--- config.mk ---
export PLATFORM = sky130hd
export DESIGN_NAME = iolsm_front
export DESIGN_NICKNAME = d
export VERILOG_FILES = /design/src/rtl/iolsm_pkg.sv /design/src/rtl/iolsm_front.sv
export SDC_FILE = /design/constraint.sdc
export NUM_CORES = 1
export LEC_CHECK = 0
export BUFFER_PORTS_ARGS = -buffer_cell sky130_fd_sc_hd__buf_4
export CORE_MARGIN = 4
export CORE_UTILIZATION = 43
export CTS_BUF_LIST = sky130_fd_sc_hd__clkbuf_4 sky130_fd_sc_hd__clkbuf_8
export DETAILED_ROUTE_END_ITERATION = 10
export GPL_TIMING_DRIVEN = 0
export PLACE_DENSITY = 0.8
export SYNTH_ARGS = -nofsm -noshare
export SYNTH_HDL_FRONTEND = slang
export SYNTH_SLANG_ARGS = --single-unit
--- constraint.sdc ---
create_clock -name clk_i -period 3.1 [get_ports clk_i]
set_clock_uncertainty 0.05 [all_clocks]
set_input_delay 0.62 -clock clk_i [delete_from_list [all_inputs] [get_ports clk_i]]
set_output_delay 0.62 -clock clk_i [all_outputs]
set_load 0.005 [all_outputs]
--- src/rtl/iolsm_pkg.sv ---
// ----------------------------------------------------------------------------
// iolsm_pkg
// Shared types, codes and constant tables of the I/O latency stats monitor.
// ----------------------------------------------------------------------------
`default_nettype none

package iolsm_pkg;

  // Event kinds with special handling
  localparam logic [2:0] KIND_READ  = 3'd0;
  localparam logic [2:0] KIND_WRITE = 3'd1;
  localparam logic [2:0] KIND_ERROR = 3'd5;

  localparam int unsigned KIND_W     = 3;
  localparam int unsigned DATA_W     = 32;
  localparam int unsigned CFG_W      = 16;
  localparam int unsigned VALUE_W    = 64;
  localparam int unsigned SNUM_W     = 48;
  localparam int unsigned MIDX_W     = 4;
  localparam int unsigned BKT_IDX_W  = 5;   // enough for the largest histogram
  localparam int unsigned NUM_BOUNDS = 10;
  localparam int unsigned NUM_PCT    = 4;
  localparam int unsigned PCT_W      = 20;
  localparam int unsigned PML_W      = 10;
  localparam int unsigned PROD_W     = VALUE_W + PML_W;

  // Queue between front and back; depth is a power of two
  localparam int unsigned QUEUE_DEPTH = 2;

  localparam logic [CFG_W-1:0] SNAP_RESET = 16'd500;
  localparam logic [PCT_W-1:0] OVER_MID   = 20'd1000000;

  // Metric codes of a snapshot
  localparam logic [3:0] MET_TOTAL     = 4'd0;
  localparam logic [3:0] MET_BYTES     = 4'd1;
  localparam logic [3:0] MET_ERRORS    = 4'd2;
  localparam logic [3:0] MET_P50       = 4'd3;
  localparam logic [3:0] MET_P95       = 4'd4;
  localparam logic [3:0] MET_P99       = 4'd5;
  localparam logic [3:0] MET_P999      = 4'd6;
  localparam logic [3:0] MET_MAX       = 4'd7;
  localparam int unsigned MET_FIXED    = 8;

  // Classified event, passed from front to back
  typedef struct packed {
    logic [KIND_W-1:0]    kind;
    logic                 count_kind;
    logic                 add_bytes;
    logic                 count_err;
    logic [DATA_W-1:0]    byte_count;
    logic [DATA_W-1:0]    latency;
    logic [BKT_IDX_W-1:0] bucket;
    logic                 snap;
  } ev_rec_t;

  typedef enum logic [2:0] {
    ST_IDLE,
    ST_SUM,
    ST_TGT,
    ST_ADD,
    ST_CMP,
    ST_OUT
  } bk_state_e;

  // Upper bound of each histogram bucket, in us
  function automatic logic [DATA_W-1:0] bkt_bound(input int unsigned i);
    logic [DATA_W-1:0] b;
    unique case (i)
      0:       b = 32'd10;
      1:       b = 32'd50;
      2:       b = 32'd100;
      3:       b = 32'd500;
      4:       b = 32'd1000;
      5:       b = 32'd5000;
      6:       b = 32'd10000;
      7:       b = 32'd50000;
      8:       b = 32'd100000;
      9:       b = 32'd500000;
      default: b = '1;
    endcase
    return b;
  endfunction

  // Reported midpoint of each bucket; buckets past the table report the cap
  function automatic logic [PCT_W-1:0] bkt_mid(input logic [BKT_IDX_W-1:0] i);
    logic [PCT_W-1:0] m;
    unique case (i)
      5'd0:    m = 20'd5;
      5'd1:    m = 20'd30;
      5'd2:    m = 20'd75;
      5'd3:    m = 20'd300;
      5'd4:    m = 20'd750;
      5'd5:    m = 20'd3000;
      5'd6:    m = 20'd7500;
      5'd7:    m = 20'd30000;
      5'd8:    m = 20'd75000;
      5'd9:    m = 20'd300000;
      5'd10:   m = 20'd750000;
      default: m = OVER_MID;
    endcase
    return m;
  endfunction

  // Permille of p50, p95, p99, p99.9
  function automatic logic [PML_W-1:0] pct_permille(input logic [1:0] k);
    logic [PML_W-1:0] p;
    unique case (k)
      2'd0:    p = 10'd500;
      2'd1:    p = 10'd950;
      2'd2:    p = 10'd990;
      default: p = 10'd999;
    endcase
    return p;
  endfunction

endpackage

`default_nettype wire

--- src/rtl/iolsm_front.sv ---
// ----------------------------------------------------------------------------
// iolsm_front
// Accepts events, sorts the latency into a bucket, decodes the kind and
// decides whether the event opens a snapshot.
// ----------------------------------------------------------------------------
`default_nettype none

module iolsm_front import iolsm_pkg::*; #(
  parameter int unsigned NUM_BUCKETS = 11,
  parameter int unsigned NUM_KINDS   = 6
) (
  input  wire logic              clk_i,
  input  wire logic              rst_ni,
  input  wire logic              cfg_valid_i,
  input  wire logic [CFG_W-1:0]  cfg_data_i,
  input  wire logic              in_valid_i,
  output logic                   in_ready_o,
  input  wire logic [KIND_W-1:0] in_kind_i,
  input  wire logic [DATA_W-1:0] in_bytes_i,
  input  wire logic [DATA_W-1:0] in_lat_i,
  output logic                   rec_valid_o,
  input  wire logic              rec_ready_i,
  output ev_rec_t                rec_o
);

  logic [CFG_W-1:0]     snap_interval_q;
  logic [CFG_W-1:0]     phase_q;
  logic [CFG_W-1:0]     interval;
  logic [CFG_W:0]       phase_inc;
  logic [BKT_IDX_W-1:0] bucket;
  logic                 push;

  assign in_ready_o  = rec_ready_i;
  assign rec_valid_o = in_valid_i;
  assign push        = in_valid_i && rec_ready_i;

  // A zero interval behaves as one
  assign interval  = (snap_interval_q == '0) ? CFG_W'(1) : snap_interval_q;
  assign phase_inc = {1'b0, phase_q} + (CFG_W+1)'(1);

  // Lowest bound that the latency does not exceed; otherwise the last bucket
  always_comb begin
    bucket = BKT_IDX_W'(NUM_BUCKETS - 1);
    for (int i = NUM_BOUNDS - 1; i >= 0; i--) begin
      if ((i + 1 < NUM_BUCKETS) && (in_lat_i <= bkt_bound(i))) begin
        bucket = BKT_IDX_W'(i);
      end
    end
  end

  always_comb begin
    rec_o.kind       = in_kind_i;
    rec_o.count_kind = (32'(in_kind_i) < NUM_KINDS);
    rec_o.add_bytes  = (in_kind_i == KIND_READ) || (in_kind_i == KIND_WRITE);
    rec_o.count_err  = (in_kind_i == KIND_ERROR);
    rec_o.byte_count = in_bytes_i;
    rec_o.latency    = in_lat_i;
    rec_o.bucket     = bucket;
    rec_o.snap       = (phase_q == '0);
  end

  always_ff @(posedge clk_i or negedge rst_ni) begin
    if (!rst_ni) begin
      snap_interval_q <= SNAP_RESET;
      phase_q         <= '0;
    end else begin
      if (cfg_valid_i) begin
        snap_interval_q <= cfg_data_i;
      end
      if (push) begin
        phase_q <= (phase_inc >= {1'b0, interval}) ? '0 : phase_inc[CFG_W-1:0];
      end
    end
  end

endmodule

`default_nettype wire

==> results.md <==
- Cell type with the largest total area after synthesis: dfrtp_1
- Antenna Cells: 0
- Pre-antenna DRT Iters: 5
- CTS H-tree lvls: 2
- Remaining max-slew budget at the tightest pin: 0.5410
- Die Wd: 93.05 um
- Post-synthesis async set-or-reset flop share: 1.000
- Aggregate global routing overflow: 0
- Commonest cells after routing, fill and taps aside: buf_4, nand2_1, o21ai_0
- Type of destination of the critical path: flip-flop
- Area of the mapped netlist: 0.003110 sq mm
- Area share of the leading cell type in the synthesized netlist: 0.2092
- Clock-pin transition on the worst setup and hold timing paths: roughly 0.07 ns
- Antenna violations before repair: 0
- Count of unresolved DRC violations after routing: 0
- Routability-driven placement congestion ratio: between 0.8 and 0.9
- P per Cell Area: between 300 and 400 mW/mm^2
- Unique masters post-synth: 57
- Layout fillers: 560
- Final Core Density: 0.6911
- Final critical delay including setup and external delays: 3.357 ns
- Result of the run: finished, violations left
- Vias after detailed routing: 3507
- Measured slew at the worst slew-check pin: 0.6822 ns
- Post-Synthesis Cells: 389
- Syn avg cell area: 7.996 sq um
- Layer with the highest usage after global routing: met2
- Final worst path period share: 1.083
- Global routing met3 resource utilization: 0.05068
- Post-route setup slack: -0.2572 ns
- Area enclosed by the die boundary: 0.008658 sq mm
- Depth of the worst register-to-register path: 16
- Worst Path Class, Setup: flip-flop to flip-flop
- First DRT Iteration DRCs: 179
- Peak supply drop: 0.3428 mV
- Overall fraction of global-route tracks in use: 0.2041
- Setup TNS after final layout: -1.825 ns
- Half-perimeter wire length of the detailed placement result: 7248 um
- Arrival @ worst endpoint: 3.52 ns
- Number of global-route vias before repair: 3414
- Max clock buf depth: 2
- Met2 global-route usage: 0.3707
- Clock tree from TritonCTS: built
- Count of port buffers added during placement: approximately 130
- Area taken by multi-input logic gates: 0.001861 sq mm
- Area overhead of the layout relative to synthesis: 53.46%
- Post-synthesis sequential area ratio: 0.2599
- Count of nets left with antenna violations after detail routing: 0
- Post-synthesis register bit count: 32
- Switching share of power: 0.3284
- CTS sink cnt: 32
- Detailed-route wire length: 10120 um
- Final-report hold violation count: 0
- R2r setup slk: -0.26 ns
- Biggest fanout along the worst timing path: 7
- Largest net degree at the start of global routing: 33
- Io pins: 166
- Achievable clock frequency: 0.2979 GHz
- Worst Hold Margin: 0.2089 ns
- Most common cell after layout, fill and taps aside: buf_4
- Core region area: 0.006907 sq mm
- MaxCap Viol Count: 0
- Vias/cell: 5.454
- HP Class: primary input to async pin
- Wire length of the first global-routing pass: 14800 um
- Die height: 93.05 um
- Count of warnings emitted by yosys: 0
- Num CTS Buffers: 5
- Leakage power summed over all cells: 2.348 nW
- Most used flip-flop cell after synthesis: dfrtp_1
- Unrepaired setup endpoints after global routing: yes
- Origin of the critical flop-to-flop path: phase_q[6]$_DFFE_PN0P_
- Worst skew pair latency: 0.29 ns
- Standard-cell rows: 30
- Mean routed wirelength per cell: 15.74 um
- Total area of sequential cells: 813.3 sq um
- Number of pins exceeding their max-slew limit in the final report: 0
- Final count of negative-setup-slack endpoints: 18
- Total Nets Final: about 650
- Int Pwr: 966.1 uW
- GR met1 Demand/Resource: 0.2372
- Clock network fraction of total power: 0.235
- Failing checks: setup timing
- Power, Total: 1.438 mW
- Number of enable-type register cells in the synthesized netlist: 0
- Fraction of final layout cells with drive strength greater than 1: 0.5356
- Data required time of the worst path: 3.26 ns
- Part of the power in combinational logic: 0.418
- Master cell of the clock root buffer: clkbuf_8
- Placement-stage worst setup slack: -0.5172 ns
- Largest cells by area after synthesis: dfrtp_1, buf_4, ha_1
- Destination of the worst register-to-register timing path: phase_q[10]$_DFFE_PN0P_
- Seq pwr share: 0.346
- Switching power of the nets: 472.4 uW
- Initial Util: 0.4504
- Syn nets: 495
- Launching element type of the critical path: flip-flop
-- power groups by stage --
stage | clock network (mW) | logic [mW] | registers, mW
after floorplan | 0 | 0.280 | 0.488
after global routing | 0.357 | 0.658 | 0.503
after detailed placement | 0 | 0.491 | 0.497
after CTS | 0.341 | 0.517 | 0.491
final | 0.339 | 0.601 | 0.498
after global placement | 0 | 0.477 | 0.494
-- routing by layer --
layer / up-vias / wire length (um) / share of wire
li1: 1637 / - / -
met1: 1622 / 3680 / 0.36
met2: 216 / 5118 / 0.51
met3: 32 / 1002 / 0.099
met4: 0 / 320 / 0.032
met5: - / 0 / 0
-- kinds of logic after synthesis --
group	count (synthesis)	share of synthesized area
AOI/OAI and AO/OA	79	0.1722
and+or+nand+nor	136	0.2325
adders and majority gates	18	0.07241
other	1	0.001206
DFF	32	0.2599
buffers and inverters	108	0.2188
xor gates and xnor gates	14	0.03942
muxes	1	0.003620
-- synth_stat cells, types with 4 or more instances --
library cell / n
buf_4: 71
nand2_1: 40
o21ai_0: 29
dfrtp_1: 26
inv_1: 21
nor2_1: 19
ha_1: 18
nor4_1: 15
clkbuf_1: 14
nand3_1: 12
nor3_1: 12
xnor2_1: 12
a21oi_1: 10
nand4_1: 10
a22o_1: 9
dfstp_2: 6
a31oi_1: 5
and3_1: 4
and4_1: 4
-- worst max-delay path: stages, from the launching register on --
cell      delay [ns]
dfrtp_1         0.51
and4_1          0.25
and2_4          0.19
nand2_4         0.07
nor2_4          0.12
buf_4           0.14
xor2_1          0.24
ha_1            0.30
nand2_2         0.12
nor3_4          0.07
a211oi_2        0.29
o41ai_2         0.17
nor3_2          0.25
buf_4           0.22
buf_6           0.11
nand2_2         0.04
a31oi_1         0.15
-- worst max-delay path by stage --
stage	startpoint	cells past startpoint	slack, ns	end
final	phase_q[6]$_DFFE_PN0P_	16	-0.26	phase_q[10]$_DFFE_PN0P_
after global routing	phase_q[6]$_DFFE_PN0P_	16	-0.31	phase_q[10]$_DFFE_PN0P_
after CTS	in_lat_i[15]	9	-0.13	rec_o[1]
after detailed placement	phase_q[2]$_DFFE_PN0P_	17	-0.52	phase_q[15]$_DFFE_PN0P_
after global placement	phase_q[2]$_DFFE_PN0P_	17	-0.39	phase_q[15]$_DFFE_PN0P_
after floorplan	phase_q[2]$_DFFE_PN0P_	17	0.004	phase_q[15]$_DFFE_PN0P_
-- flip-flops by register name, summed over array words and instances, names as in the netlist --
signal / cells
phase_q: 16
snap_interval_q: 16
-- metrics by stage --
stage / instances / area [sq um]
after detailed placement: 610 / 4178
after global placement: 610 / 4178
after floorplan: 389 / 3119
after global routing: 643 / 4773
after CTS: 626 / 4451
final: 643 / 4773
-- repair_timing --
action / CTS / global route
pin swaps: 10 / 33
setup buffers: 9 / 20
hold buffers: 0 / 0
endpoints found under the setup margin: 18 / 18
resized for setup: 29 / 44
gates cloned: 1 / 0
-- final cells by class --
class / count / share of cell area
sequential: 32 / 0.1704
clock inverter: 2 / 0.002097
multi-input combinational: 249 / 0.3898
timing repair buffer: 153 / 0.2464
clock buffer: 6 / 0.01730
buffer: 84 / 0.1324
inverter: 21 / 0.01651
tap: 96 / 0.02516
Power figures use the tool's default switching activity.
