## src/rtl/iolsm_pkg.sv

```systemverilog
// ----------------------------------------------------------------------------
// iolsm_pkg
// Shared types, codes and constant tables of the I/O latency stats monitor.
// ----------------------------------------------------------------------------
`default_nettype none

package iolsm_pkg;

  // Event kinds with special handling
  localparam logic [2:0] KIND_READ  = 3'd0;
  localparam logic [2:0] KIND_WRITE = 3'd1;
  localparam logic [2:0] KIND_ERROR = 3'd5;

  localparam int unsigned KIND_W     = 3;
  localparam int unsigned DATA_W     = 32;
  localparam int unsigned CFG_W      = 16;
  localparam int unsigned VALUE_W    = 64;
  localparam int unsigned SNUM_W     = 48;
  localparam int unsigned MIDX_W     = 4;
  localparam int unsigned BKT_IDX_W  = 5;   // enough for the largest histogram
  localparam int unsigned NUM_BOUNDS = 10;
  localparam int unsigned NUM_PCT    = 4;
  localparam int unsigned PCT_W      = 20;
  localparam int unsigned PML_W      = 10;
  localparam int unsigned PROD_W     = VALUE_W + PML_W;

  // Queue between front and back; depth is a power of two
  localparam int unsigned QUEUE_DEPTH = 2;

  localparam logic [CFG_W-1:0] SNAP_RESET = 16'd500;
  localparam logic [PCT_W-1:0] OVER_MID   = 20'd1000000;

  // Metric codes of a snapshot
  localparam logic [3:0] MET_TOTAL     = 4'd0;
  localparam logic [3:0] MET_BYTES     = 4'd1;
  localparam logic [3:0] MET_ERRORS    = 4'd2;
  localparam logic [3:0] MET_P50       = 4'd3;
  localparam logic [3:0] MET_P95       = 4'd4;
  localparam logic [3:0] MET_P99       = 4'd5;
  localparam logic [3:0] MET_P999      = 4'd6;
  localparam logic [3:0] MET_MAX       = 4'd7;
  localparam int unsigned MET_FIXED    = 8;

  // Classified event, passed from front to back
  typedef struct packed {
    logic [KIND_W-1:0]    kind;
    logic                 count_kind;
    logic                 add_bytes;
    logic                 count_err;
    logic [DATA_W-1:0]    byte_count;
    logic [DATA_W-1:0]    latency;
    logic [BKT_IDX_W-1:0] bucket;
    logic                 snap;
  } ev_rec_t;

  typedef enum logic [2:0] {
    ST_IDLE,
    ST_SUM,
    ST_TGT,
    ST_ADD,
    ST_CMP,
    ST_OUT
  } bk_state_e;

  // Upper bound of each histogram bucket, in us
  function automatic logic [DATA_W-1:0] bkt_bound(input int unsigned i);
    logic [DATA_W-1:0] b;
    unique case (i)
      0:       b = 32'd10;
      1:       b = 32'd50;
      2:       b = 32'd100;
      3:       b = 32'd500;
      4:       b = 32'd1000;
      5:       b = 32'd5000;
      6:       b = 32'd10000;
      7:       b = 32'd50000;
      8:       b = 32'd100000;
      9:       b = 32'd500000;
      default: b = '1;
    endcase
    return b;
  endfunction

  // Reported midpoint of each bucket; buckets past the table report the cap
  function automatic logic [PCT_W-1:0] bkt_mid(input logic [BKT_IDX_W-1:0] i);
    logic [PCT_W-1:0] m;
    unique case (i)
      5'd0:    m = 20'd5;
      5'd1:    m = 20'd30;
      5'd2:    m = 20'd75;
      5'd3:    m = 20'd300;
      5'd4:    m = 20'd750;
      5'd5:    m = 20'd3000;
      5'd6:    m = 20'd7500;
      5'd7:    m = 20'd30000;
      5'd8:    m = 20'd75000;
      5'd9:    m = 20'd300000;
      5'd10:   m = 20'd750000;
      default: m = OVER_MID;
    endcase
    return m;
  endfunction

  // Permille of p50, p95, p99, p99.9
  function automatic logic [PML_W-1:0] pct_permille(input logic [1:0] k);
    logic [PML_W-1:0] p;
    unique case (k)
      2'd0:    p = 10'd500;
      2'd1:    p = 10'd950;
      2'd2:    p = 10'd990;
      default: p = 10'd999;
    endcase
    return p;
  endfunction

endpackage

`default_nettype wire

```

## src/rtl/iolsm_fifo.sv

```systemverilog
// ----------------------------------------------------------------------------
// iolsm_fifo
// Short queue of classified events between front and back.
// ----------------------------------------------------------------------------
`default_nettype none

module iolsm_fifo import iolsm_pkg::*; (
  input  wire logic    clk_i,
  input  wire logic    rst_ni,
  input  wire logic    wr_valid_i,
  output logic         wr_ready_o,
  input  ev_rec_t      wr_data_i,
  output logic         rd_valid_o,
  input  wire logic    rd_ready_i,
  output ev_rec_t      rd_data_o
);

  localparam int unsigned PTR_W = (QUEUE_DEPTH > 1) ? $clog2(QUEUE_DEPTH) : 1;
  localparam int unsigned CNT_W = $clog2(QUEUE_DEPTH + 1);

  ev_rec_t          mem_q [QUEUE_DEPTH];
  logic [PTR_W-1:0] wr_ptr_q;
  logic [PTR_W-1:0] rd_ptr_q;
  logic [CNT_W-1:0] cnt_q;
  logic             do_wr;
  logic             do_rd;

  assign wr_ready_o = (cnt_q != CNT_W'(QUEUE_DEPTH));
  assign rd_valid_o = (cnt_q != '0);
  assign rd_data_o  = mem_q[rd_ptr_q];
  assign do_wr      = wr_valid_i && wr_ready_o;
  assign do_rd      = rd_valid_o && rd_ready_i;

  always_ff @(posedge clk_i) begin
    if (do_wr) begin
      mem_q[wr_ptr_q] <= wr_data_i;
    end
  end

  always_ff @(posedge clk_i or negedge rst_ni) begin
    if (!rst_ni) begin
      wr_ptr_q <= '0;
      rd_ptr_q <= '0;
      cnt_q    <= '0;
    end else begin
      if (do_wr) begin
        wr_ptr_q <= wr_ptr_q + PTR_W'(1);
      end
      if (do_rd) begin
        rd_ptr_q <= rd_ptr_q + PTR_W'(1);
      end
      if (do_wr && !do_rd) begin
        cnt_q <= cnt_q + CNT_W'(1);
      end else if (do_rd && !do_wr) begin
        cnt_q <= cnt_q - CNT_W'(1);
      end
    end
  end

endmodule

`default_nettype wire

```

## config.mk

```make
export PLATFORM = sky130hd
export DESIGN_NAME = iolsm_fifo
export DESIGN_NICKNAME = d
export VERILOG_FILES = /design/src/rtl/iolsm_pkg.sv /design/src/rtl/iolsm_fifo.sv
export SDC_FILE = /design/constraint.sdc
export NUM_CORES = 1
export LEC_CHECK = 0
export BUFFER_PORTS_ARGS = -buffer_cell sky130_fd_sc_hd__buf_4
export CELL_PAD_IN_SITES_DETAIL_PLACEMENT = 0
export CELL_PAD_IN_SITES_GLOBAL_PLACEMENT = 1
export CORE_ASPECT_RATIO = 1.1
export CORE_MARGIN = 1.5
export CORE_UTILIZATION = 44
export CTS_CLUSTER_DIAMETER = 30
export DETAILED_ROUTE_END_ITERATION = 6
export PLACE_DENSITY_LB_ADDON = 0.05
export SLEW_MARGIN = 10
export SYNTH_ARGS = -nofsm -noshare
export SYNTH_HDL_FRONTEND = slang
export SYNTH_SLANG_ARGS = --single-unit
```

## constraint.sdc

```tcl
create_clock -name clk_i -period 5.9 [get_ports clk_i]
set_input_delay 0.295 -clock clk_i [delete_from_list [all_inputs] [get_ports clk_i]]
set_output_delay 0.295 -clock clk_i [all_outputs]
set_load 0.02 [all_outputs]
```

==> results.toml, run 1 <==
[status]
outcome = "complete, no violations"

[detailed_routing]
drt_drc_violations_left = 0
drt-total-wl_um = 10100
via_per_inst = 4.81
detail_route.iter0.violations = 161
drtPass1Iterations = 6
routedWlPerCell_um = 16.9
routed-via-count = 2859
route.antenna.remaining_nets = 0

[global_route]
initial_antenna_violation_count = 0
grt_pass1_vias = 2965
grt_start_max_net_pins = 77
gr_met2_demand_resource_pct = 24.9
grt_util_met1_pct = 16.6
top_usage_layer = "met2"
global_route.usage.total_pct = 15.2
gr-usage-met3_pct = 6.91
first_pass_grt_wire_length_um = 15200
global_route.overflow_total = 0

[synth]
post_syn_area_per_cell_um2 = 22.8
synth_nets = 336
synth_seq_area_share_pct = 80.2
number_of_flip_flops_and_latches_in_the_synthesized_netlist = 156
yosys_most_used_dff = "sky130_fd_sc_hd__edfxtp_1"
synth_cell_types = 16
async_flop_share_pct = 2.56
synth_enable_flop_cells = 152
ys.warnings.count = 0
syn-cell-area_um2 = 5810
postSynthCellCount = 255

[sta]
max_slew_vio_count = 0
clock_period_minus_worst_slack_ns = 2.76
maxSlewHeadroom_pct = 26.9
skew_ns = 0.00537
grt_setup_unrepaired = "no"
hold_viol_final = 0
setup_viol = 0
worstMarginPinSlew_ns = 1.10
max_freq_mhz = 362
totalNegativeSetupSlack_ns = 0
timing.final.crit_share_pct = 46.8

[power_and_ir_drop]
total_leakage_power_nw = 3.00
pwr_density_cell_nw_per_um2 = 527
ir_drop_mv = 0.379

[setup_path]
depth_of_the_worst_register_to_register_path = 4
crit_chain = "buf_4 -> mux2_2 -> buf_4"
path_buf_inv = 2
cpPeakStageDelay_ns = 0.74
critical_path.reg2reg.startpoint = "cnt_q[0]"
critical-path-top-delay-family = "buffers and inverters"
path_max_fanout = 50
worst_path_max_delay_cell = "sky130_fd_sc_hd__buf_4"
r2r-end = "mem_q[0][48]"
critPathLaunchType = "flip-flop"
cp.required_ns = 5.61
setup.worst_path.end_class = "output pin"
critical_path_class = "flip-flop to output pin"
reg2reg_setup_slack_ns = 3.51
worst_ep_arrival_time_ns = 2.46
critical-path-top-cell-by-count = "sky130_fd_sc_hd__buf_4"
cp_num_cells = 3

[finish]
fillers = 948
nets = 506
mostFrequentLayoutCells = "sky130_fd_sc_hd__buf_4 (159), sky130_fd_sc_hd__edfxtp_1 (152), sky130_fd_sc_hd__mux2_2 (46), sky130_fd_sc_hd__mux2_4 (30), sky130_fd_sc_hd__clkbuf_16 (17)"
seq_area_um2 = 4670
antennaDiodeCount = 0
layout.cells.non_filler = 595
drive_gt1_share_pct = 61.2
multi_input_comb_area_um2 = 1070
mostFrequentLayoutCell = "sky130_fd_sc_hd__buf_4"
postLayoutCellArea_um2 = 7730
area_delta_synth_final_pct = 33.0

[placed_design]
finalWeightedCongestion = 0.665
placedInstanceArea_um2 = 7130
hpwl_um = 6330
portBuffers = 157
post-place-cells = 562

[die]
initial_core_util_pct = 45.6
fp-row-count = 43
core_region_area_um2 = 12800
floorplan.io_pins = 158
fp.dieArea_um2 = 13900
die-width_um = 113
fp.dieH_um = 124

[cts]
ctsLongestPathBuffers = 2
numClockSinks = 156
tritoncts.num_buffers = 17
worstSkewPairLatency_ns = 0.41
clk_pin_slew_ns = 0.06
ctsHtreeMaxLevel = 4
clock_tree.root_cell = "sky130_fd_sc_hd__clkbuf_16"
cts_tree = "yes"

[min_path]
hold-path-endpoint = "mem_q[0][59]"
timing.hold.worst.start = "wr_data_i[59]"
holdPathStages = 1
hold_path.class = "input pin to flip-flop"

[run]
cap_violations = 0
[worst reg2reg max path: stages, from the launching register on]
cell	delay, ns
sky130_fd_sc_hd__dfrtp_1	0.39
sky130_fd_sc_hd__nand2b_1	0.17
sky130_fd_sc_hd__nand2_1	0.15
sky130_fd_sc_hd__nor2_4	0.56
sky130_fd_sc_hd__buf_4	0.72
[where the power goes]
part | total (mW) | switching [mW] | internal [mW]
combinational | 1.39 | 0.733 | 0.661
clock | 1.06 | 0.389 | 0.675
sequential | 1.62 | 0.0973 | 1.52
[layout make-up]
type,instances,area share (%)
clock buffer,25,6.54
clock inverter,7,1.10
inverter,1,0.0485
multi-input combinational,89,13.8
sequential,156,60.4
tap,157,2.54
timing repair buffer,160,15.6
[per-layer routing]
metal	up-vias	wire length, um
met5	-	0
met4	0	196
met3	16	881
met2	107	5070
met1	1385	3930
li1	1351	-
[how the worst max path moves through the flow]
| stage | startpoint | end | slack [ns] |
|---|---|---|---|
| CTS | rd_ptr_q | rd_data_o[53] | 3.09 |
| floorplan | cnt_q[0] | mem_q[0][0] | 1.42 |
| global route | rd_ptr_q | rd_data_o[47] | 3.01 |
| global placement | cnt_q[0] | mem_q[0][54] | 3.50 |
| detailed placement | cnt_q[0] | mem_q[0][46] | 3.46 |
| finish | rd_ptr_q | rd_data_o[53] | 3.14 |
[sequential cells by signal, summed over array words and instances (netlist names)]
| name | cells |
|---|---|
| cnt_q | 2 |
| mem_q | 152 |
| rd_ptr_q | 1 |
| wr_ptr_q | 1 |
[through the flow]
step	utilization (%)	hold WS (ns)	power [mW]	setup slack, ns
after floorplan	-	-0.000591	2.57	1.42
after detailed placement	55.9	0.0956	3.07	3.46
final	60.7	0.0649	4.08	3.14
after global placement	55.9	0.0941	3.05	3.50
after CTS	60.7	0.0441	4.14	3.09
after global routing	60.7	0.0457	4.26	3.01
[logic make-up after synthesis]
family / after synthesis / synth area share, %
flip-flops: 156 / 80.2
XOR/XNOR: 5 / 0.753
multiplexers: 76 / 16.7
AND/OR/NAND/NOR: 7 / 0.581
adder cells (fa/ha/maj): 1 / 0.215
buffers and inverters: 10 / 1.57
[synthesized netlist by cell type (all sizes together), types with 2 or more instances]
| cell | number | area [um2] |
|---|---|---|
| dfrtp | 4 | 100 |
| nand2 | 2 | 7.51 |
| xor2 | 2 | 17.5 |
| edfxtp | 152 | 4560 |
| nor2 | 2 | 7.51 |
| mux2 | 76 | 968 |
| buf | 9 | 87.6 |
| xnor2 | 3 | 26.3 |
[what timing repair did]
action                                 CTS  global route
setup buffers                            0             0
endpoints found under the hold margin    4             0
gates resized for setup                  0             0
hold buffers                             1             0
Power figures use the tool's default switching activity.
==> run 2: changes to the inputs <==
==> constraint.sdc (replaced) <==
create_clock -name clk_i -period 2.7 [get_ports clk_i]
set_input_delay 0.135 -clock clk_i [delete_from_list [all_inputs] [get_ports clk_i]]
set_output_delay 0.135 -clock clk_i [all_outputs]
set_load 0.02 [all_outputs]
==> run 2 against run 1 <==
Clock skew down 0.0026 ns. Power up 130%. Count of clock-buffer cells in the layout down 8. Flip-flop and latch count unchanged. Register-to-register slack worse by 2.6 ns. Core utilization up 6.9 points. Final cell count up 13%. Sequential power up 120%. Largest cell class unchanged. Wire length up 7.9%. Global-route usage up 0.91 points. Hold slack worse by 0.033 ns.
==> results.toml, run 2 (synthesis gave the netlist of run 1 again) <==
[sta]
setup_viol = 0
grt_setup_unrepaired = "no"
maxSlewHeadroom_pct = 57.8
max_slew_vio_count = 0
clock_period_minus_worst_slack_ns = 2.23
skew_ns = 0.00280
totalNegativeSetupSlack_ns = 0
fin_ws_ns = 0.474
worstMarginPinSlew_ns = 0.633
hold_viol_final = 0
max_freq_mhz = 449
timing.final.crit_share_pct = 82.4

[detailed_routing]
routedWlPerCell_um = 16.1
via_per_inst = 4.72
routed-via-count = 3184
drtPass1Iterations = 4
detail_route.iter0.violations = 126
drt_drc_violations_left = 0
route.antenna.remaining_nets = 0
drt-total-wl_um = 10900

[finish]
most_flops_register = "mem_q"
drive_gt1_share_pct = 52.5
largestRegisters = "mem_q x152, cnt_q x2"
area_delta_synth_final_pct = 48.1
nets = 586
largest_register_ffs = 152
mostFrequentLayoutCell = "sky130_fd_sc_hd__buf_4"
antennaDiodeCount = 0
postLayoutCellArea_um2 = 8610
mostFrequentLayoutCells = "sky130_fd_sc_hd__buf_4 (161), sky130_fd_sc_hd__edfxtp_1 (152), sky130_fd_sc_hd__dlygate4sd3_1 (77), sky130_fd_sc_hd__mux2_2 (46), sky130_fd_sc_hd__mux2_4 (30)"

[die]
initial_core_util_pct = 45.6
core_region_area_um2 = 12800
fp.dieH_um = 124
die-width_um = 113
fp-row-count = 43
fp.dieArea_um2 = 13900
floorplan.io_pins = 158

[power_and_ir_drop]
combinationalPowerShare_pct = 34.2
seq_power_share_pct = 38.2
netSwitchingPower_mw = 2.74
fin_total_pwr_mw = 9.34
ir_drop_mv = 0.611
power_frac_clock_pct = 27.7
pwr_density_cell_nw_per_um2 = 1080
p_int_mw = 6.60
sw_frac_of_total_pct = 29.3
total_leakage_power_nw = 3.36

[cts]
ctsHtreeMaxLevel = 4
tritoncts.num_buffers = 17
clk_pin_slew_ns = 0.06
cts_tree = "yes"
numClockSinks = 156
clock_tree.root_cell = "sky130_fd_sc_hd__clkbuf_16"
ctsLongestPathBuffers = 2
worstSkewPairLatency_ns = 0.41
post_cts_buffers = 0

[setup_path]
worst_setup_path_startpoint = "rd_ptr_q"
setup.worst_path.end_class = "output pin"
critical_path.reg2reg.startpoint = "cnt_q[0]"
reg2reg_setup_slack_ns = 0.95
worstSetupEndpoint = "rd_data_o[48]"
crit_chain = "buf_4 -> mux2_2 -> buf_4"
critPathLaunchType = "flip-flop"
path_max_fanout = 36
cpPeakStageDelay_ns = 0.77
depth_of_the_worst_register_to_register_path = 3
worst_path_max_delay_cell = "sky130_fd_sc_hd__dfrtp_4"
critical-path-top-cell-by-count = "sky130_fd_sc_hd__buf_4"
critical_path_class = "flip-flop to output pin"
cp.required_ns = 2.57
worst_ep_arrival_time_ns = 2.09
r2r-end = "mem_q[1][2]"

[status]
outcome = "complete, no violations"

[placed_design]
placedInstanceArea_um2 = 7190
finalWeightedCongestion = 0.705
preCtsSetupSlack_ns = 0.873
hpwl_um = 6670
portBuffers = 157

[global_route]
initial_antenna_violation_count = 0
grt_start_max_net_pins = 47
global_route.usage.total_pct = 16.1
grt_pass1_vias = 3278
first_pass_grt_wire_length_um = 16300
global_route.overflow_total = 0

[min_path]
hold_path.class = "input pin to flip-flop"

[run]
cap_violations = 0
-- run 2: cell count changes in the layout (fill, tap and decap cells not counted), moves of 2 or more --
cell / delta
sky130_fd_sc_hd__dlygate4sd3_1: +76
sky130_fd_sc_hd__clkinvlp_4: +2
sky130_fd_sc_hd__buf_4: +2
sky130_fd_sc_hd__clkbuf_1: -3
sky130_fd_sc_hd__bufinv_16: +4
sky130_fd_sc_hd__clkbuf_8: -5
sky130_fd_sc_hd__buf_12: +2
sky130_fd_sc_hd__clkinv_1: +3
-- run 2: per-stage QoR --
stage / std cells / utilization, % / hold slack, ns
6_report: 675 / 67.5 / 0.0317
5_1_grt: 675 / 67.5 / 0.0347
4_1_cts: 675 / 67.5 / 0.0136
3_5_place_dp: 566 / 56.4 / -0.0645
3_3_place_gp: 566 / 56.4 / -0.0608
2_1_floorplan: 255 / - / -0.161
-- run 2: worst max-delay path, delay by kind of cell, from the launching register on --
| family | cells | cell delay (ns) |
|---|---|---|
| mux | 1 | 0.37 |
| flops | 1 | 0.77 |
| buf+inv | 2 | 0.53 |
-- run 2: layer usage --
metal | wire (um) | part of all wire (%) | vias to the layer above | global-route usage [%]
met1 | 4390 | 40 | 1558 | 17.8
li1 | - | - | 1503 | -
met2 | 5570 | 51 | 106 | 27.2
met3 | 608 | 5.6 | 17 | 5.44
met5 | 0 | 0 | - | 0
met4 | 310 | 2.8 | 0 | 9.41
-- run 2: worst min-delay path by stage --
stage                from       end  slack, ns  cells past startpoint
2_1_floorplan      rst_ni  cnt_q[0]      -0.16                      0
3_3_place_gp       rst_ni  cnt_q[0]      -0.06                      1
3_5_place_dp       rst_ni  cnt_q[1]      -0.06                      1
4_1_cts        rd_ready_i  rd_ptr_q       0.01                      3
5_1_grt        rd_ready_i  rd_ptr_q       0.03                      3
6_report       rd_ready_i  rd_ptr_q       0.03                      3
-- run 2: what timing repair did --
item | in CTS | in global routing
resized for setup | 0 | 0
hold buffers | 77 | 0
hold endpoints to repair | 156 | 0
-- run 2: power groups by stage --
stage / Sequential, mW / Combinational, mW / Clock [mW]
finish: 3.56 / 3.19 / 2.59
global route: 3.62 / 3.38 / 2.72
CTS: 3.57 / 3.24 / 2.63
detailed placement: 3.62 / 3.14 / 0
global placement: 3.59 / 3.12 / 0
floorplan: 3.47 / 2.11 / 0
-- run 2: layout make-up --
type / count / area, um2
multi-input combinational: 89 / 1070
inverter: 1 / 3.75
sequential: 156 / 4670
clock inverter: 15 / 226
fill: 897 / 4140
clock buffer: 17 / 425
tap: 157 / 196
timing repair buffer: 240 / 2020
==> run 3: changes to the inputs <==
==> constraint.sdc (replaced) <==
create_clock -name clk_i -period 2.3 [get_ports clk_i]
set_input_delay 0.115 -clock clk_i [delete_from_list [all_inputs] [get_ports clk_i]]
set_output_delay 0.115 -clock clk_i [all_outputs]
set_load 0.02 [all_outputs]
==> run 3 against run 2 <==
First-iteration DRC count is 5.6% higher. Combinational power is 19% higher. Hold slack better by 0.030 ns. Highest routed layer unchanged. Final cell count is 0.44% higher. Via count is 0.60% lower. Cell area is 0.58% lower. Wire length is 0.33% lower. Sequential share of layout area is 0.32 points higher. Power is 13% higher. Clock skew is 0.0025 ns higher.
==> results.toml, run 3 (synthesis gave the netlist of run 1 again) <==
[detailed_routing]
routedWlPerCell_um = 16.0
drt_drc_violations_left = 0
detail_route.iter0.violations = 133
route.antenna.remaining_nets = 0
via_per_inst = 4.67
routed-via-count = 3165
drt-total-wl_um = 10800
drtPass1Iterations = 4

[sta]
timing.final.crit_share_pct = 90.8
setup_viol = 0
skew_ns = 0.00529
max_freq_mhz = 479
max_slew_vio_count = 0
totalNegativeSetupSlack_ns = 0
clock_period_minus_worst_slack_ns = 2.09
grt_setup_unrepaired = "no"
maxSlewHeadroom_pct = 63.0
worstMarginPinSlew_ns = 0.555
hold_viol_final = 0

[setup_path]
worst_ep_arrival_time_ns = 1.97
worst_path_max_delay_cell = "sky130_fd_sc_hd__dfrtp_4"
worst_setup_path_startpoint = "rd_ptr_q"
critical_path_class = "flip-flop to output pin"
crit_chain = "buf_12 -> mux2_2 -> buf_4"
cpPeakStageDelay_ns = 0.79
reg2reg_setup_slack_ns = 0.64
worstSetupEndpoint = "rd_data_o[54]"
cp.required_ns = 2.18
critPathLaunchType = "flip-flop"
r2r-end = "mem_q[0][37]"
depth_of_the_worst_register_to_register_path = 4
critical_path.reg2reg.startpoint = "cnt_q[0]"
path_max_fanout = 31
setup.worst_path.end_class = "output pin"

[cts]
ctsLongestPathBuffers = 2
post_cts_buffers = 0
worstSkewPairLatency_ns = 0.41
tritoncts.num_buffers = 17
numClockSinks = 156
clk_pin_slew_ns = 0.06
ctsHtreeMaxLevel = 4
clock_tree.root_cell = "sky130_fd_sc_hd__clkbuf_16"
cts_tree = "yes"

[finish]
largestRegisters = "mem_q x152, cnt_q x2"
nets = 590
antennaDiodeCount = 0
area_delta_synth_final_pct = 47.2
largest_register_ffs = 152
mostFrequentLayoutCell = "sky130_fd_sc_hd__buf_4"
fillers = 895
layout.cells.non_filler = 678
most_flops_register = "mem_q"
postLayoutCoreUtil_pct = 67.1
drive_gt1_share_pct = 51.6
mostFrequentLayoutCells = "sky130_fd_sc_hd__buf_4 (162), sky130_fd_sc_hd__edfxtp_1 (152), sky130_fd_sc_hd__dlygate4sd3_1 (78), sky130_fd_sc_hd__mux2_2 (46), sky130_fd_sc_hd__mux2_4 (30)"

[die]
fp.dieArea_um2 = 13900
die-width_um = 113
core_region_area_um2 = 12800
floorplan.io_pins = 158
initial_core_util_pct = 45.6
fp-row-count = 43
fp.dieH_um = 124

[power_and_ir_drop]
total_leakage_power_nw = 3.34
p_int_mw = 7.37
pwr_density_cell_nw_per_um2 = 1230
power_frac_clock_pct = 24.1
sw_frac_of_total_pct = 30.2
seq_power_share_pct = 39.8
combinationalPowerShare_pct = 36.1
netSwitchingPower_mw = 3.18
ir_drop_mv = 0.683

[status]
outcome = "complete, no violations"

[min_path]
hold_path.class = "input pin to async pin"

[global_route]
grt_start_max_net_pins = 35
first_pass_grt_wire_length_um = 16400
initial_antenna_violation_count = 0
global_route.overflow_total = 0
grt_pass1_vias = 3302
global_route.usage.total_pct = 16.2

[placed_design]
finalWeightedCongestion = 0.688
post-place-cells = 569
portBuffers = 157
hpwl_um = 6760

[run]
cap_violations = 0
==> run 3: layer usage <==
metal	global-route usage (%)	routed length, um	vias to the layer above
li1	-	-	1513
met1	18.9	4430	1539
met2	27.1	5570	103
met3	5.54	675	10
met4	7.59	167	0
met5	0	0	-
==> run 3: per-stage QoR <==
stage                     worst slack (ns)  cell area, um2  hold WS (ns)  power, mW
after global placement               0.620            7240       -0.0832       7.98
after global routing                 0.122            8560        0.0404       11.0
final                                0.210            8560        0.0615       10.6
after floorplan                     0.0307            5830        -0.181       6.57
after CTS                            0.166            8560        0.0264       10.7
after detailed placement             0.618            7240       -0.0832       8.02
==> run 3: how the worst min path moves through the flow <==
stage | slack (ns) | depth (start not counted) | from | endpoint
final | 0.06 | 2 | rst_ni | cnt_q[0]
after floorplan | -0.18 | 0 | rst_ni | cnt_q[0]
after global routing | 0.04 | 2 | rst_ni | cnt_q[0]
after global placement | -0.08 | 1 | rst_ni | wr_ptr_q
after detailed placement | -0.08 | 1 | rst_ni | wr_ptr_q
after CTS | 0.03 | 2 | rst_ni | cnt_q[0]
==> run 3: what timing repair did <==
| item | CTS | global route |
|---|---|---|
| gates resized for setup | 0 | 0 |
| hold endpoints to repair | 157 | 0 |
| hold buffers | 78 | 0 |
| endpoints found under the setup margin | 0 | 0 |
==> run 3: layout make-up <==
class                           instances  area [um2]  area share [%]
Sequential cell                       156        4670            54.5
Timing Repair Buffer                  244        2080            24.3
Multi-Input combinational cell         89        1080            12.6
Clock buffer                           18         429            5.01
Tap cell                              157         196            2.29
Clock inverter                         13         108            1.26
Inverter                                1        3.75          0.0438
==> run 3: power by group through the flow <==
| stage | Sequential [mW] | Clock, mW | Combinational (mW) |
|---|---|---|---|
| finish | 4.20 | 2.55 | 3.81 |
| global route | 4.26 | 2.72 | 4.05 |
| CTS | 4.21 | 2.61 | 3.87 |
| detailed placement | 4.27 | 0 | 3.75 |
| global placement | 4.24 | 0 | 3.74 |
| floorplan | 4.08 | 0 | 2.49 |
==> run 3: worst max-delay path: cells and delay by family (launching register included) <==
kind | cells | cell delay, ns
flops | 1 | 0.79
mux | 1 | 0.35
buf+inv | 2 | 0.40
